--- config.mk ---
export PLATFORM = sky130hd
export DESIGN_NAME = utf8_to_ucs2_decoder_core
export DESIGN_NICKNAME = d
export VERILOG_FILES = /design/src/utu_pkg.sv /design/src/utu_decode.sv /design/src/utu_fifo.sv /design/src/utf8_to_ucs2_decoder_core.sv
export VERILOG_INCLUDE_DIRS = /design/src /design/src/src
export SDC_FILE = /design/constraint.sdc
export NUM_CORES = 1
export LEC_CHECK = 0
export ABC_AREA = 1
export BUFFER_PORTS_ARGS = -buffer_cell sky130_fd_sc_hd__buf_2
export CAP_MARGIN = 5
export CORE_MARGIN = 2
export CORE_UTILIZATION = 30
export DETAILED_ROUTE_END_ITERATION = 8
export GPL_TIMING_DRIVEN = 0
export PLACE_DENSITY = 0.54
export SYNTH_ARGS = -nofsm -noshare
export SYNTH_HDL_FRONTEND = slang
export SYNTH_SLANG_ARGS = --single-unit
--- constraint.sdc ---
create_clock -name clk -period 5.32 [get_ports clk]
set_input_delay 1.064 -clock clk [delete_from_list [all_inputs] [get_ports clk]]
set_output_delay 1.064 -clock clk [all_outputs]
set_load 0.01 [all_outputs]
--- src/utf8_to_ucs2_decoder_core_assert.svh ---
// assertion macros for the utf-8 to ucs-2 decoder
`ifndef UTF8_TO_UCS2_DECODER_CORE_ASSERT_SVH
`define UTF8_TO_UCS2_DECODER_CORE_ASSERT_SVH
`ifndef SYNTHESIS
`define UTU_ASSERT_CLK(lbl, clk_s, rst_s, prop, msg) \
  lbl: assert property (@(posedge clk_s) disable iff (rst_s) prop) else $error(msg);
`define UTU_ASSERT(lbl, prop, msg) `UTU_ASSERT_CLK(lbl, clk, rst, prop, msg)
`else
`define UTU_ASSERT_CLK(lbl, clk_s, rst_s, prop, msg)
`define UTU_ASSERT(lbl, prop, msg)
`endif
`endif

--- src/utu_pkg.sv ---
// shared types and constants of the utf-8 to ucs-2 decoder
`default_nettype none
package utu_pkg;

  localparam logic [15:0] REPL_UNIT   = 16'hFFFD;
  localparam logic [15:0] LIMIT_RESET = 16'hFFFF;

  // most results one byte can cause: replacement, decoded lead, terminator
  localparam int PUSH_MAX       = 3;
  localparam int FIFO_DEPTH     = 4;
  localparam int FIFO_AW        = $clog2(FIFO_DEPTH);
  localparam int FIFO_CW        = FIFO_AW + 1;
  localparam int FIFO_ROOM_MAX  = FIFO_DEPTH - PUSH_MAX;

  // one result item
  typedef struct packed {
    logic [15:0] code_unit;
    logic        is_end;
  } res_t;

  // results of one byte, slot 0 first, n of them valid
  typedef struct packed {
    logic [1:0]          n;
    res_t [PUSH_MAX-1:0] slot;
  } push_t;

endpackage
`default_nettype wire

--- src/utu_decode.sv ---
// per-byte decode logic and message state
`default_nettype none
module utu_decode
  import utu_pkg::*;
(
  input  wire logic        clk,
  input  wire logic        rst,
  input  wire logic        step,
  input  wire logic [7:0]  in_byte,
  input  wire logic        msg_last,
  input  wire logic [15:0] unit_limit,
  output push_t            push
);

  localparam logic [1:0] OWED_NONE = 2'd0;
  localparam logic [1:0] OWED_ONE  = 2'd1;
  localparam logic [1:0] OWED_TWO  = 2'd2;

  typedef struct packed {
    logic        emit;
    logic [15:0] unit;
    logic [1:0]  owed;
    logic        skip;
    logic        hit;
  } lead_t;

  // decode of a lead byte, room says the unit limit is not yet met
  function automatic lead_t lead_decode(input logic [7:0] b, input logic last,
                                        input logic room);
    lead_t r;
    r = '0;
    if (!room) begin
      r.hit = 1'b1;
    end else if (b <= 8'h7F) begin
      r.emit = 1'b1;
      r.unit = {8'd0, b};
    end else if (b <= 8'hDF) begin
      if (last) begin
        r.emit = 1'b1;
        r.unit = REPL_UNIT;
      end else begin
        r.owed = OWED_ONE;
      end
    end else if (b <= 8'hEF) begin
      if (last) begin
        r.emit = 1'b1;
        r.unit = REPL_UNIT;
      end else begin
        r.owed = OWED_TWO;
      end
    end else begin
      r.emit = 1'b1;
      r.unit = REPL_UNIT;
      r.skip = 1'b1;
    end
    return r;
  endfunction

  logic [7:0]  pending_lead, pending_lead_next;
  logic [1:0]  bytes_owed, bytes_owed_next;
  logic [5:0]  first_cont, first_cont_next;
  logic        skip_mode, skip_mode_next;
  logic [15:0] units_emitted, units_emitted_next;
  logic        limit_hit, limit_hit_next;

  lead_t       lead_a, lead_b;
  logic [15:0] cnt_inc;
  logic [1:0]  n_data;
  logic [15:0] d0, d1;

  // next message state and data units of this byte
  always_comb begin
    lead_a  = lead_decode(in_byte, msg_last, units_emitted < unit_limit);
    cnt_inc = units_emitted + 16'd1;
    lead_b  = lead_decode(in_byte, 1'b1, cnt_inc < unit_limit);

    pending_lead_next = pending_lead;
    bytes_owed_next   = bytes_owed;
    first_cont_next   = first_cont;
    skip_mode_next    = skip_mode;
    limit_hit_next    = limit_hit;
    n_data            = 2'd0;
    d0                = '0;
    d1                = '0;

    if (limit_hit) begin
      // rest of the message is dropped
    end else if (bytes_owed == OWED_TWO) begin
      first_cont_next = in_byte[5:0];
      bytes_owed_next = OWED_ONE;
      if (msg_last) begin
        // cut short: replacement, then the byte again as a final lead
        bytes_owed_next = OWED_NONE;
        n_data          = 2'd1;
        d0              = REPL_UNIT;
        if (lead_b.emit) begin
          n_data = 2'd2;
          d1     = lead_b.unit;
        end
        limit_hit_next = lead_b.hit;
      end
    end else if (bytes_owed == OWED_ONE) begin
      bytes_owed_next = OWED_NONE;
      n_data          = 2'd1;
      if (pending_lead <= 8'hDF) begin
        d0 = {5'd0, pending_lead[4:0], in_byte[5:0]};
      end else begin
        d0 = {pending_lead[3:0], first_cont, in_byte[5:0]};
      end
    end else if (skip_mode && in_byte[7:6] == 2'b10) begin
      // continuation after an unsupported lead
    end else begin
      skip_mode_next = lead_a.skip;
      limit_hit_next = lead_a.hit;
      if (lead_a.emit) begin
        n_data = 2'd1;
        d0     = lead_a.unit;
      end
      if (lead_a.owed != OWED_NONE) begin
        pending_lead_next = in_byte;
        bytes_owed_next   = lead_a.owed;
      end
    end

    units_emitted_next = units_emitted + {14'd0, n_data};

    if (msg_last) begin
      pending_lead_next  = '0;
      bytes_owed_next    = OWED_NONE;
      first_cont_next    = '0;
      skip_mode_next     = 1'b0;
      units_emitted_next = '0;
      limit_hit_next     = 1'b0;
    end
  end

  // result slots: data units first, terminator right after them
  always_comb begin
    push.n = step ? (n_data + {1'b0, msg_last}) : 2'd0;
    push.slot[0] = (n_data >= 2'd1) ? '{code_unit: d0, is_end: 1'b0}
                                    : '{code_unit: 16'd0, is_end: 1'b1};
    push.slot[1] = (n_data >= 2'd2) ? '{code_unit: d1, is_end: 1'b0}
                                    : '{code_unit: 16'd0, is_end: 1'b1};
    push.slot[2] = '{code_unit: 16'd0, is_end: 1'b1};
  end

  // message state registers
  always_ff @(posedge clk) begin
    if (rst) begin
      pending_lead  <= '0;
      bytes_owed    <= OWED_NONE;
      first_cont    <= '0;
      skip_mode     <= 1'b0;
      units_emitted <= '0;
      limit_hit     <= 1'b0;
    end else if (step) begin
      pending_lead  <= pending_lead_next;
      bytes_owed    <= bytes_owed_next;
      first_cont    <= first_cont_next;
      skip_mode     <= skip_mode_next;
      units_emitted <= units_emitted_next;
      limit_hit     <= limit_hit_next;
    end
  end

endmodule
`default_nettype wire

--- src/utu_fifo.sv ---
// result queue taking up to three items a cycle and giving one
`default_nettype none
`include "utf8_to_ucs2_decoder_core_assert.svh"
module utu_fifo
  import utu_pkg::*;
(
  input  wire logic  clk,
  input  wire logic  rst,
  input  wire push_t push,
  input  wire logic  pop,
  output res_t       head,
  output logic       valid,
  output logic       room
);

  res_t               mem [FIFO_DEPTH];
  logic [FIFO_AW-1:0] wr_ptr, rd_ptr;
  logic [FIFO_CW-1:0] count;

  // status
  assign valid = (count != '0);
  assign room  = (count <= FIFO_CW'(FIFO_ROOM_MAX));
  assign head  = mem[rd_ptr];

  // storage write, slots in order from the write pointer
  always_ff @(posedge clk) begin
    for (int k = 0; k < PUSH_MAX; k++) begin
      if (FIFO_CW'(k) < {{(FIFO_CW-2){1'b0}}, push.n}) begin
        mem[wr_ptr + FIFO_AW'(k)] <= push.slot[k];
      end
    end
  end

  // pointers and fill count
  always_ff @(posedge clk) begin
    if (rst) begin
      wr_ptr <= '0;
      rd_ptr <= '0;
      count  <= '0;
    end else begin
      wr_ptr <= wr_ptr + FIFO_AW'(push.n);
      if (pop) begin
        rd_ptr <= rd_ptr + FIFO_AW'(1);
      end
      count <= count + FIFO_CW'(push.n) - FIFO_CW'(pop);
    end
  end

  `UTU_ASSERT(a_count_bound, count <= FIFO_CW'(FIFO_DEPTH), "result queue overfilled")
  `UTU_ASSERT(a_push_room, (push.n != 2'd0) |-> room, "push without room for three items")
  `UTU_ASSERT(a_pop_drains, (pop && push.n == 2'd0) |=> (count == $past(count) - FIFO_CW'(1)), "pop did not drain one item")

endmodule
`default_nettype wire

--- src/utf8_to_ucs2_decoder_core.sv ---
// utf-8 to ucs-2 decoder top level: input register, decode stage, result queue
// the first result item of a byte passes the input register, is written into the result
//   queue and can be taken from its head when nothing stalls
// throughput: one byte per cycle while each byte gives at most one result and the
//   output is not held; after a byte giving several results the next byte waits
//   until the four-entry queue is down to one item; one item out a cycle sets the rate
// reset: synchronous rst clears message state and queue, unit_limit to 65535
`default_nettype none
module utf8_to_ucs2_decoder_core
  import utu_pkg::*;
(
  input  wire logic        clk,
  input  wire logic        rst,
  // configuration
  input  wire logic        cfg_we,
  input  wire logic [15:0] cfg_wdata,   // unit_limit
  // byte stream in
  input  wire logic        s_axis_tvalid,
  output logic             s_axis_tready,
  input  wire logic [7:0]  s_axis_tdata,  // [7:0] in_byte
  input  wire logic        s_axis_tlast,  // msg_last
  // code units out
  output logic             m_axis_tvalid,
  input  wire logic        m_axis_tready,
  output logic [15:0]      m_axis_tdata,  // [15:0] code_unit
  output logic             m_axis_tlast   // is_end
);

  logic [15:0] unit_limit;
  logic        in_vld;
  logic [7:0]  in_byte;
  logic        in_last;
  logic        q_room;
  logic        fire;
  push_t       push;
  res_t        head;

  // limit register
  always_ff @(posedge clk) begin
    if (rst) begin
      unit_limit <= LIMIT_RESET;
    end else if (cfg_we) begin
      unit_limit <= cfg_wdata;
    end
  end

  // input register
  assign fire          = in_vld && q_room;
  assign s_axis_tready = !in_vld || fire;

  always_ff @(posedge clk) begin
    if (rst) begin
      in_vld <= 1'b0;
    end else if (s_axis_tready) begin
      in_vld <= s_axis_tvalid;
    end
  end

  always_ff @(posedge clk) begin
    if (s_axis_tready && s_axis_tvalid) begin
      in_byte <= s_axis_tdata;
      in_last <= s_axis_tlast;
    end
  end

  // decode stage
  utu_decode u_decode (
    .clk        (clk),
    .rst        (rst),
    .step       (fire),
    .in_byte    (in_byte),
    .msg_last   (in_last),
    .unit_limit (unit_limit),
    .push       (push)
  );

  // result queue
  utu_fifo u_fifo (
    .clk   (clk),
    .rst   (rst),
    .push  (push),
    .pop   (m_axis_tvalid && m_axis_tready),
    .head  (head),
    .valid (m_axis_tvalid),
    .room  (q_room)
  );

  assign m_axis_tdata = head.code_unit;
  assign m_axis_tlast = head.is_end;

endmodule
`default_nettype wire

==> results of run 1 <==
sequential cells by signal, summed over array words and instances, names as in the netlist, named ones only:
register and flops:
u_fifo.mem 68, u_decode.units_emitted 16, unit_limit 16, in_byte 8
u_decode.pending_lead 8, u_decode.first_cont 6, u_fifo.count 3, u_decode.bytes_owed 2
u_fifo.rd_ptr 2, u_fifo.wr_ptr 2, in_last 1, in_vld 1
u_decode.limit_hit 1, u_decode.skip_mode 1
cell families after synthesis:
group                    Yosys count  share of synthesized area
buffers and inverters            158                    0.07708
XOR/XNOR                          10                    0.01066
adder cells (fa/ha/maj)           42                    0.06580
AO/OA/AOI/OAI                    197                     0.1302
flip-flops                       137                     0.3449
AND/OR/NAND/NOR                  707                     0.3714
critical path: stages, from the launching register on:
cell and delay (ns):
dfxtp_1 0.34, clkbuf_1 0.27, nand2_1 0.11, nor2_1 0.10
inv_1 0.08, nor2_1 0.23, nand3_1 0.10, nor3_1 0.29
nand2_1 0.11, xor2_1 0.15, inv_1 0.06, ha_1 0.26
nand2_1 0.12, o21ai_0 0.12, a21oi_2 0.31, nand2_1 0.09
nor2_1 0.17, nor2_4 0.11, ha_1 0.22, nand4_1 0.16
nand3_4 0.23, ha_1 0.36, inv_1 0.05, fa_1 0.42
o21ai_0 0.16, a21oi_1 0.06
cell type report:
type	count	area, µm²
plain buffers	45	210.2
clock buffers	18	450.4
clock inverters	14	125.1
fillers	2938	17480
inverters	113	424.2
multi-input cells	956	4763
flip-flops and latches	137	2833
well taps	341	426.7
repair buffers	48	240.2
per-stage QoR:
stage          instance area (µm²)  setup slack, ns  cells  power [mW]  utilization
2_1_floorplan                 8214            1.205   1251       2.517            -
3_3_place_gp                  8881          0.01729   1640       2.954       0.3295
3_5_place_dp                  8881          0.05993   1640       2.975       0.3295
4_1_cts                       9457          0.02564   1672       4.173       0.3509
5_1_grt                       9473          0.01772   1672       4.474       0.3515
6_report                      9473           0.4973   1672       4.163       0.3515
synthesized netlist by cell type, drive strengths merged (3+ instances only):
| library cell | instances | area, µm² |
|---|---|---|
| ha | 40 | 500.5 |
| o22ai | 14 | 87.58 |
| nand4 | 8 | 50.05 |
| a211oi | 3 | 22.52 |
| o21ai | 97 | 485.5 |
| clkinv | 4 | 15.01 |
| edfxtp | 9 | 270.3 |
| nand2 | 335 | 1306 |
| xor2 | 10 | 87.58 |
| nand3b | 41 | 307.8 |
| dfxtp | 128 | 2562 |
| nor2 | 250 | 977.2 |
| clkbuf | 27 | 101.4 |
| inv | 109 | 409.2 |
| a21oi | 76 | 417.9 |
| nand3 | 57 | 312.8 |
| buf | 18 | 107.6 |
| nor3 | 12 | 71.32 |
power by group:
part           leakage, nW  internal, mW  switching, mW  total (mW)
clock                0.272         0.643          0.542        1.19
sequential            1.15          1.36          0.175        1.53
combinational         3.36         0.538          0.909        1.45
total                 4.78          2.54           1.63        4.16
routing by layer:
| layer | vias to the layer above | share of wire | GRT usage |
|---|---|---|---|
| met3 | 16 | 0.036 | 0.02425 |
| met5 | - | 0 | 0 |
| met1 | 3661 | 0.51 | 0.2454 |
| met2 | 162 | 0.44 | 0.2827 |
| li1 | 4170 | - | - |
| met4 | 0 | 0.011 | 0.04645 |
path summary, 6_finish.rpt:
kind	cells after the start	to	slack (ns)
max reg2reg	25	u_fifo.count[2]$_SDFF_PP0_	0.50
min	2	u_decode.first_cont[2]$_SDFFE_PP0P_	0.46
max	25	u_fifo.count[2]$_SDFF_PP0_	0.50
min reg2reg	2	u_decode.first_cont[2]$_SDFFE_PP0P_	0.46
what timing repair did:
| action | 4_1_cts | 5_1_grt |
|---|---|---|
| resized for setup | 0 | 6 |
| hold buffers | 0 | 0 |
| endpoints found under the setup margin | 0 | 79 |
==> summary.md, run 1 <==
| Metric | Value |
|---|---|
| Fin. Hold Viols | `0` |
| Ys flop type | `dfxtp_1` |
| Hold Path Class | `reg -> reg` |
| Die height | `169.5 µm` |
| Clock-pin slew on the worst setup and hold paths | `0.07 ns` |
| TNS Setup | `0 ns` |
| Initial antenna violation count | `0` |
| Vias per inst | `4.790` |
| Unrepaired setup endpoints after global routing | `no` |
| Leak | `4.779 nW` |
| CP arrival | `5.14 ns` |
| Root buffer cell | `clkbuf_16` |
| Setup Crit Path Kind | `reg -> reg` |
| Clock skew | `0.01843 ns` |
| Headroom to the max-slew limit | `0.3235` |
| CTS buffer count | `17` |
| Peak VDD IR | `0.0002117 V` |
| Syn_area_per_cell | `roughly 6.6 µm²` |
| Worst Path Max Fanout | `7` |
| Setup crit start | `u_decode.units_emitted[7]$_SDFFE_PP0P_` |
| Post-synth ARST share | `0` |
| CP endpoint kind | `flip-flop` |
| Clock Tree Buf Depth | `2` |
| Post-Syn Instances | `1251` |
| Worst Min Path Start | `u_decode.first_cont[2]$_SDFFE_PP0P_` |
| Final net count | `1390` |
| Drt wl/cell | `approximately 15 µm` |
| Power density over the cells | `439.5 nW/µm²` |
| Die area | `28720 µm²` |
| Global-route wire length before repair | `39990 µm` |
| Global-route usage over all layers | `0.1752` |
| Ys Warns | `0` |
| Most frequent cells in the layout | `323 x nand2_1, 242 x nor2_1, 128 x dfxtp_1` |
| Count of final setup violators | `0` |
| 1st-iter DRT viols | `approximately 490` |
| Number of synthesized flops with an enable pin | `9` |
| Row Count | `60` |
| Vias in the first global route | `between 7000 and 8000` |
| Worst Setup Start Kind | `flip-flop` |
| Worst-skew pair later-pin latency | `0.44 ns` |
| #FFs+latches synth | `137` |
| DRT Wirelength | `24400 µm` |
| Post-synthesis to final-layout area growth | `15.32%` |
| WHS | `0.4616 ns` |
| Fin crit period | `4.823 ns` |
| # diodes | `0` |
| Drt pass-1 iters | `5` |
| Post-Syn Area | `8214 µm²` |
| CORE AREA | `about 27000 µm²` |
| Req. time, crit path | `5.64 ns` |
| Syn Nets | `between 1000 and 1500` |
| Vias | `8009` |
| F_max | `207.4 MHz` |
| Initial Util | `0.3048` |
| Worst slew pin tran | `1.011 ns` |
| Netlist cell types | `42` |
| Post-route DRC | `0` |
| Setup bufs post-CTS | `0` |
| Clock tree sinks | `137` |
| Status | `finished clean` |
| # H-tree levels | `4` |
| I/O Pins | `between 40 and 50` |
| Fin crit share | `0.9065` |
| Sequential area share after synthesis | `0.3449` |
| Port Buffer Count | `48` |
| RePlAce Congestion | `0.8562` |
| Largest net degree at the start of global routing | `17` |
| Remaining Overflow, GRT | `0` |
| R2R Path Start | `u_decode.units_emitted[7]$_SDFFE_PP0P_` |
| Max Slew Vio Count | `0` |
| Die width | `around 170 µm` |
| Max Cap Viol | `0` |
| Hpwl dp | `roughly 19000 µm` |
| Commonest non-fill, non-tap cell in the layout | `nand2_1` |
| Final ANT Viol Nets | `0` |
| CTS tree | `yes` |
| Share of cells above drive strength 1 | `0.09992` |
(Power assumes the default switching activity.)
==> run 2, diff against run 1 <==
--- a/config.mk
+++ b/config.mk
@@ -6,7 +6,7 @@
 export SDC_FILE = /design/constraint.sdc
 export NUM_CORES = 1
 export LEC_CHECK = 0
-export ABC_AREA = 1
+export ABC_AREA = 0
 export BUFFER_PORTS_ARGS = -buffer_cell sky130_fd_sc_hd__buf_2
 export CAP_MARGIN = 5
 export CORE_MARGIN = 2
@@ -17,3 +17,4 @@
 export SYNTH_ARGS = -nofsm -noshare
 export SYNTH_HDL_FRONTEND = slang
 export SYNTH_SLANG_ARGS = --single-unit
+export TNS_END_PERCENT = 5
==> run 2 against run 1 <==
Die area fell by 8.1%. Non-clock buffer count rose by 4. Global-route usage fell by 0.29 points. Power fell by 12%. Register-to-register slack got worse by 0.17 ns. Critical path type unchanged. Critical endpoint unchanged.
==> summary.md, run 2 <==
| Metric | Value |
|---|---|
| Placed cell area | `8183 µm²` |
| TNS Setup | `0 ns` |
| Count of final setup violators | `0` |
| Ys Warns | `0` |
| Worst slew pin tran | `0.9115 ns` |
| Top-count cell post-synth | `dfxtp_1` |
| Remaining Overflow, GRT | `0` |
| CTS buffer count | `17` |
| DRT Wirelength | `22250 µm` |
| Drt wl/cell | `between 15 and 20 µm` |
| Global-route usage over all layers | `0.1723` |
| Worst Path Max Fanout | `10` |
| Die width | `162.5 µm` |
| Syn Nets | `915` |
| Clock tree sinks | `137` |
| Final instance area | `8778 µm²` |
| Synth top cells by count | `128 x dfxtp_1, 96 x nand2_1, 92 x nor2_1, 61 x a21oi_1, 40 x ha_1` |
| I/O Pins | `49` |
| Area of the multi-input gates | `4368 µm²` |
| Crit-path cells | `clkbuf_1 -> and3_1 -> and2_1 -> nand4_1 -> buf_4 -> nor2_1 -> xor2_1 -> ha_1 -> nand4_1 -> nor3_2 -> a21oi_1 -> a21boi_2 -> ha_2 -> inv_1 -> a21oi_4 -> or2_4 -> buf_6 -> nand2_1 -> ha_1 -> inv_1 -> fa_1 -> xnor2_1 -> nor2_1` |
| Number of synthesized flops with an enable pin | `9` |
| Vias in the first global route | `roughly 6400` |
| RePlAce Congestion | `0.8687` |
| Netlist cell types | `73` |
| CP arrival | `5.28 ns` |
| Ys flop type | `dfxtp_1` |
| Post-synth top area share | `0.3401` |
| Root buffer cell | `clkbuf_16` |
| Worst-skew pair later-pin latency | `between 0.4 and 0.5 ns` |
| Global-route wire length before repair | `~35000 µm` |
| Register area | `2834 µm²` |
| Headroom to the max-slew limit | `0.3923` |
| Die area | `roughly 26000 µm²` |
| Req. time, crit path | `about 5.6 ns` |
| Hold-fix buffers at CTS | `0` |
| CP endpoint kind | `flip-flop` |
| Max FFs per register | `68` |
| Final net count | `roughly 990` |
| Fill cell count | `2538` |
| Largest regs | `u_fifo.mem: 68 flops, u_decode.units_emitted: 16 flops, unit_limit: 16 flops` |
| Fin. Hold Viols | `0` |
| Largest net degree at the start of global routing | `17` |
| Max Cap Viol | `0` |
| Max Slew Vio Count | `0` |
| Fin crit period | `about 5 ns` |
| Post-synthesis to final-layout area growth | `16.51%` |
| Worst Setup Start Kind | `flip-flop` |
| Drt pass-1 iters | `5` |
| Initial antenna violation count | `0` |
| #FFs+latches synth | `137` |
| Hold Path Class | `reg -> reg` |
| Worst path max stage delay | `0.44 ns` |
| Post-Syn Instances | `843` |
| # diodes | `0` |
| Fin crit share | `0.9393` |
| Initial Util | `0.3027` |
| Syn_area_per_cell | `about 8.9 µm²` |
| Hpwl dp | `16410 µm` |
| Delay-heaviest family, CP | `simple AND/OR/NAND/NOR gates` |
| Leak | `around 3.6 nW` |
| Clock skew | `0.01354 ns` |
| Most frequent cells in the layout | `127 x dfxtp_1, 96 x nand2_1, 92 x nor2_1` |
| Clock Tree Buf Depth | `2` |
| Final ANT Viol Nets | `0` |
| Vias | `approximately 6500` |
| Final non-filler cell total | `around 1300` |
| Final total power | `about 3.7 mW` |
| Share of cells above drive strength 1 | `0.1685` |
| Port Buffer Count | `47` |
| Row Count | `58` |
| 1st-iter DRT viols | `between 500 and 600` |
| F_max | `between 200 and 250 MHz` |
| Clock-pin slew on the worst setup and hold paths | `0.07 ns` |
| Largest Register | `u_fifo.mem` |
| Ranking of synthesized cells by area | `dfxtp_1 34%, ha_1 6.6%, mux4_2 5.1%` |
| CTS tree | `yes` |
| Post-synth ARST share | `0` |
| Placed insts | `between 1000 and 1500` |
| Commonest non-fill, non-tap cell in the layout | `dfxtp_1` |
| Setup Crit Path Kind | `reg -> reg` |
| Power density over the cells | `415.9 nW/µm²` |
| # H-tree levels | `4` |
| Post-route setup slack | `between 0.3 and 0.4 ns` |
| Synth area leader | `dfxtp_1` |
| Critical path's slowest cell | `fa_1` |
| Worst path bufs/invs | `5` |
| CORE AREA | `24890 µm²` |
| Sequential area share after synthesis | `0.3760` |
| Status | `finished clean` |
| Vias per inst | `5.179` |
| Die height | `about 160 µm` |
| Pre-CTS WS | `-0.3166 ns` |
| Post-route DRC | `0` |
| Peak VDD IR | `0.0002387 V` |
| Post-Syn Area | `~7500 µm²` |
-- run 2: changes by cell type in the layout (fill, tap and decap cells not counted), sizes merged, moves of 14 or more --
cell	change
a21oi	-14
inv	-83
nand3b	-39
o21ai	-52
mux4	+17
nor2	-155
o2bb2ai	+14
nand3	-33
nand2	-238
xnor2	+14
o211ai	+20
-- run 2: per-layer routing --
layer	vias up	GRT usage	routed length, µm
met3	25	0.02852	1001
met4	0	0.05712	353
met5	-	0	0
met2	182	0.2774	10270
li1	3196	-	-
met1	3102	0.2353	10620
-- run 2: path summary, 6_finish.rpt --
path	cells past startpoint	slack, ns	to	start
worst max-delay path	23	0.32	u_fifo.count[2]$_SDFF_PP0_	u_decode.units_emitted[2]$_SDFFE_PP0P_
worst min-delay path	2	0.45	u_decode.first_cont[0]$_SDFFE_PP0P_	u_decode.first_cont[0]$_SDFFE_PP0P_
worst max register to register	23	0.32	u_fifo.count[2]$_SDFF_PP0_	u_decode.units_emitted[2]$_SDFFE_PP0P_
worst min register to register	2	0.45	u_decode.first_cont[0]$_SDFFE_PP0P_	u_decode.first_cont[0]$_SDFFE_PP0P_
-- run 2: cells by family after synthesis --
| family | after synthesis | synth area share |
|---|---|---|
| and+or+nand+nor | 301 | 0.1883 |
| DFF | 137 | 0.3760 |
| muxes | 34 | 0.07722 |
| AOI/OAI and AO/OA | 220 | 0.2061 |
| xor gates and xnor gates | 30 | 0.03487 |
| buffers and inverters | 79 | 0.04583 |
| adders and majority gates | 42 | 0.07174 |
-- run 2: worst min-delay path: cells and delay by family (launching register included) --
kind,cells,cell delay (ns)
simple gates,1,0.05
compound gates,1,0.05
flops,1,0.31
-- run 2: per-stage QoR --
stage / hold WS [ns] / util
2_1_floorplan: 0.4277 / -
3_3_place_gp: 0.4410 / 0.3287
3_5_place_dp: 0.4439 / 0.3287
4_1_cts: 0.4529 / 0.3516
5_1_grt: 0.4637 / 0.3527
6_report: 0.4517 / 0.3527
-- run 2: cell type report --
type,instances,share of cell area
Inverter,33,0.01411
Clock buffer,18,0.04889
Timing Repair Buffer,51,0.03022
Tap cell,330,0.04704
Multi-Input combinational cell,627,0.4976
Sequential cell,137,0.3228
Buffer,46,0.02523
Clock inverter,14,0.01411
-- run 2: timing repair --
action	in CTS	in global routing
setup buffers	1	3
setup endpoints to repair	5	25
pin swaps	0	1
gates resized for setup	3	2
endpoints found under the hold margin	0	0
-- run 2: where the power goes --
part	switching (mW)	internal (mW)
clock network	0.485	0.645
registers	0.148	1.30
logic	0.565	0.511
==> run 3, diff against run 2 <==
--- a/config.mk
+++ b/config.mk
@@ -14,6 +14,7 @@
 export DETAILED_ROUTE_END_ITERATION = 8
 export GPL_TIMING_DRIVEN = 0
 export PLACE_DENSITY = 0.54
+export RECOVER_POWER = 25
 export SYNTH_ARGS = -nofsm -noshare
 export SYNTH_HDL_FRONTEND = slang
 export SYNTH_SLANG_ARGS = --single-unit
==> run 3 against run 2 <==
Utilization did not move. Non-clock buffer count did not move. Via count fell by 0.15%. Setup slack better by 0.011 ns. Combinational power about the same. Sequential power about the same. Largest power group unchanged.
==> summary.md, run 3 (synthesis gave the netlist of run 2 again) <==
| Metric | Value |
|---|---|
| Status | `finished clean` |
| Worst slew pin tran | `0.9109 ns` |
| Global-route usage over all layers | `0.1723` |
| CP endpoint kind | `flip-flop` |
| Die area | `~26000 µm²` |
| Fin. Hold Viols | `0` |
| RePlAce Congestion | `0.8687` |
| Max FFs per register | `68` |
| # diodes | `0` |
| Die height | `162.5 µm` |
| Post-synthesis to final-layout area growth | `16.51%` |
| Setup Crit Path Kind | `reg -> reg` |
| DRT Wirelength | `between 20000 and 25000 µm` |
| Clock-pin slew on the worst setup and hold paths | `~0.07 ns` |
| Global-route wire length before repair | `34920 µm` |
| Headroom to the max-slew limit | `0.3881` |
| Drt pass-1 iters | `5` |
| Power density over the cells | `between 400 and 500 nW/µm²` |
| FF-to-FF path depth | `23` |
| WHS Path Cells | `2` |
| Max Cap Viol | `0` |
| Die width | `162.5 µm` |
| # H-tree levels | `4` |
| WHS | `0.4510 ns` |
| Fin crit period | `4.986 ns` |
| Hold Path Class | `reg -> reg` |
| Drt wl/cell | `roughly 18 µm` |
| Most frequent cells in the layout | `127 x dfxtp_1, 96 x nand2_1, 92 x nor2_1` |
| Vias in the first global route | `roughly 6400` |
| Final net count | `985` |
| Vias per inst | `5.171` |
| Clock tree sinks | `about 140` |
| Worst Setup Start Kind | `flip-flop` |
| Initial Util | `0.3027` |
| Worst Path Max Fanout | `10` |
| Max Slew Vio Count | `0` |
| Remaining Overflow, GRT | `0` |
| F_max | `roughly 200 MHz` |
| I/O Pins | `49` |
| Root buffer cell | `clkbuf_16` |
| Row Count | `58` |
| CTS tree | `yes` |
| Leak | `3.633 nW` |
| Fin crit share | `0.9373` |
| Hpwl dp | `16410 µm` |
| TNS Setup | `0 ns` |
| CORE AREA | `24890 µm²` |
| Clock Tree Buf Depth | `2` |
| Final ANT Viol Nets | `0` |
| Peak VDD IR | `0.0002388 V` |
| Initial antenna violation count | `0` |
| Vias | `6495` |
| 1st-iter DRT viols | `roughly 570` |
| Post-route DRC | `0` |
| Largest regs | `u_fifo.mem: 68 flops, u_decode.units_emitted: 16 flops, unit_limit: 16 flops` |
| Fill cell count | `2538` |
| Largest net degree at the start of global routing | `17` |
| Commonest non-fill, non-tap cell in the layout | `dfxtp_1` |
| Worst-skew pair later-pin latency | `~0.43 ns` |
| Largest Register | `u_fifo.mem` |
| Clock skew | `0.01398 ns` |
| Count of final setup violators | `0` |
| CP arrival | `5.27 ns` |
| Port Buffer Count | `47` |
| CTS buffer count | `17` |
| Req. time, crit path | `5.60 ns` |
| Share of cells above drive strength 1 | `0.1685` |
[run 3: changes by cell type in the layout (fill, tap and decap cells not counted), sizes merged]
cell | previous run | this run
buf | 71 | 69
clkbuf | 44 | 46
[run 3: worst max-delay path, cell delays in order (launching register included)]
cell      delay, ns
dfxtp_1        0.33
clkbuf_1       0.29
and3_1         0.23
and2_1         0.21
nand4_1        0.12
buf_4          0.19
nor2_1         0.14
xor2_1         0.09
ha_1           0.34
nand4_1        0.14
nor3_2         0.31
a21oi_1        0.14
a21boi_2       0.24
ha_2           0.31
inv_1          0.16
a21oi_4        0.14
or2_4          0.15
buf_6          0.15
nand2_1        0.12
ha_1           0.33
inv_1          0.05
fa_1           0.44
xnor2_1        0.17
nor2_1         0.06
[run 3: final timing paths]
kind,from,to,slack [ns]
worst max-delay path,u_decode.units_emitted[2]$_SDFFE_PP0P_,u_fifo.count[2]$_SDFF_PP0_,0.33
worst min-delay path,u_decode.first_cont[0]$_SDFFE_PP0P_,u_decode.first_cont[0]$_SDFFE_PP0P_,0.45
worst max register to register,u_decode.units_emitted[2]$_SDFFE_PP0P_,u_fifo.count[2]$_SDFF_PP0_,0.33
worst min register to register,u_decode.first_cont[0]$_SDFFE_PP0P_,u_decode.first_cont[0]$_SDFFE_PP0P_,0.45
[run 3: routing by layer]
metal	vias to the layer above	track usage	share of wire
li1	3200	-	-
met1	3089	0.2353	0.48
met2	179	0.2774	0.46
met3	27	0.02852	0.044
met4	0	0.05712	0.016
met5	-	0	0
[run 3: through the flow]
step                      utilization  cells  power (mW)  setup slack [ns]  cell area (µm²)
after CTS                      0.3516   1253       3.680            0.1183             8751
final                          0.3527   1256       3.648            0.3337             8778
after detailed placement       0.3287   1220       2.540           -0.3166             8183
after floorplan                     -    843       2.188            0.6043             7535
after global routing           0.3527   1256       3.859         -0.002789             8778
after global placement         0.3287   1220       2.521           -0.2893             8183
[run 3: area by class of cell]
cell class / instances / area [µm²] / share of cell area
multi-input combinational: 627 / 4368 / 0.4976
sequential: 137 / 2834 / 0.3228
clock buffer: 18 / 429.2 / 0.04889
tap: 330 / 412.9 / 0.04704
timing repair buffer: 51 / 265.3 / 0.03022
buffer: 46 / 221.5 / 0.02523
clock inverter: 14 / 123.9 / 0.01411
inverter: 33 / 123.9 / 0.01411
[run 3: report_power, final]
group | total, mW | leakage, nW | switching [mW] | internal (mW)
clock network | 1.13 | 0.275 | 0.485 | 0.645
registers | 1.44 | 1.14 | 0.147 | 1.30
logic | 1.07 | 2.22 | 0.564 | 0.510
total | 3.65 | 3.63 | 1.20 | 2.45
[run 3: repair_timing]
item,in CTS,in global routing
buffers inserted,1,3
resized for setup,3,2
pin swaps,0,1
hold endpoints to repair,0,0
hold buffers,0,0
setup endpoints to repair,5,25
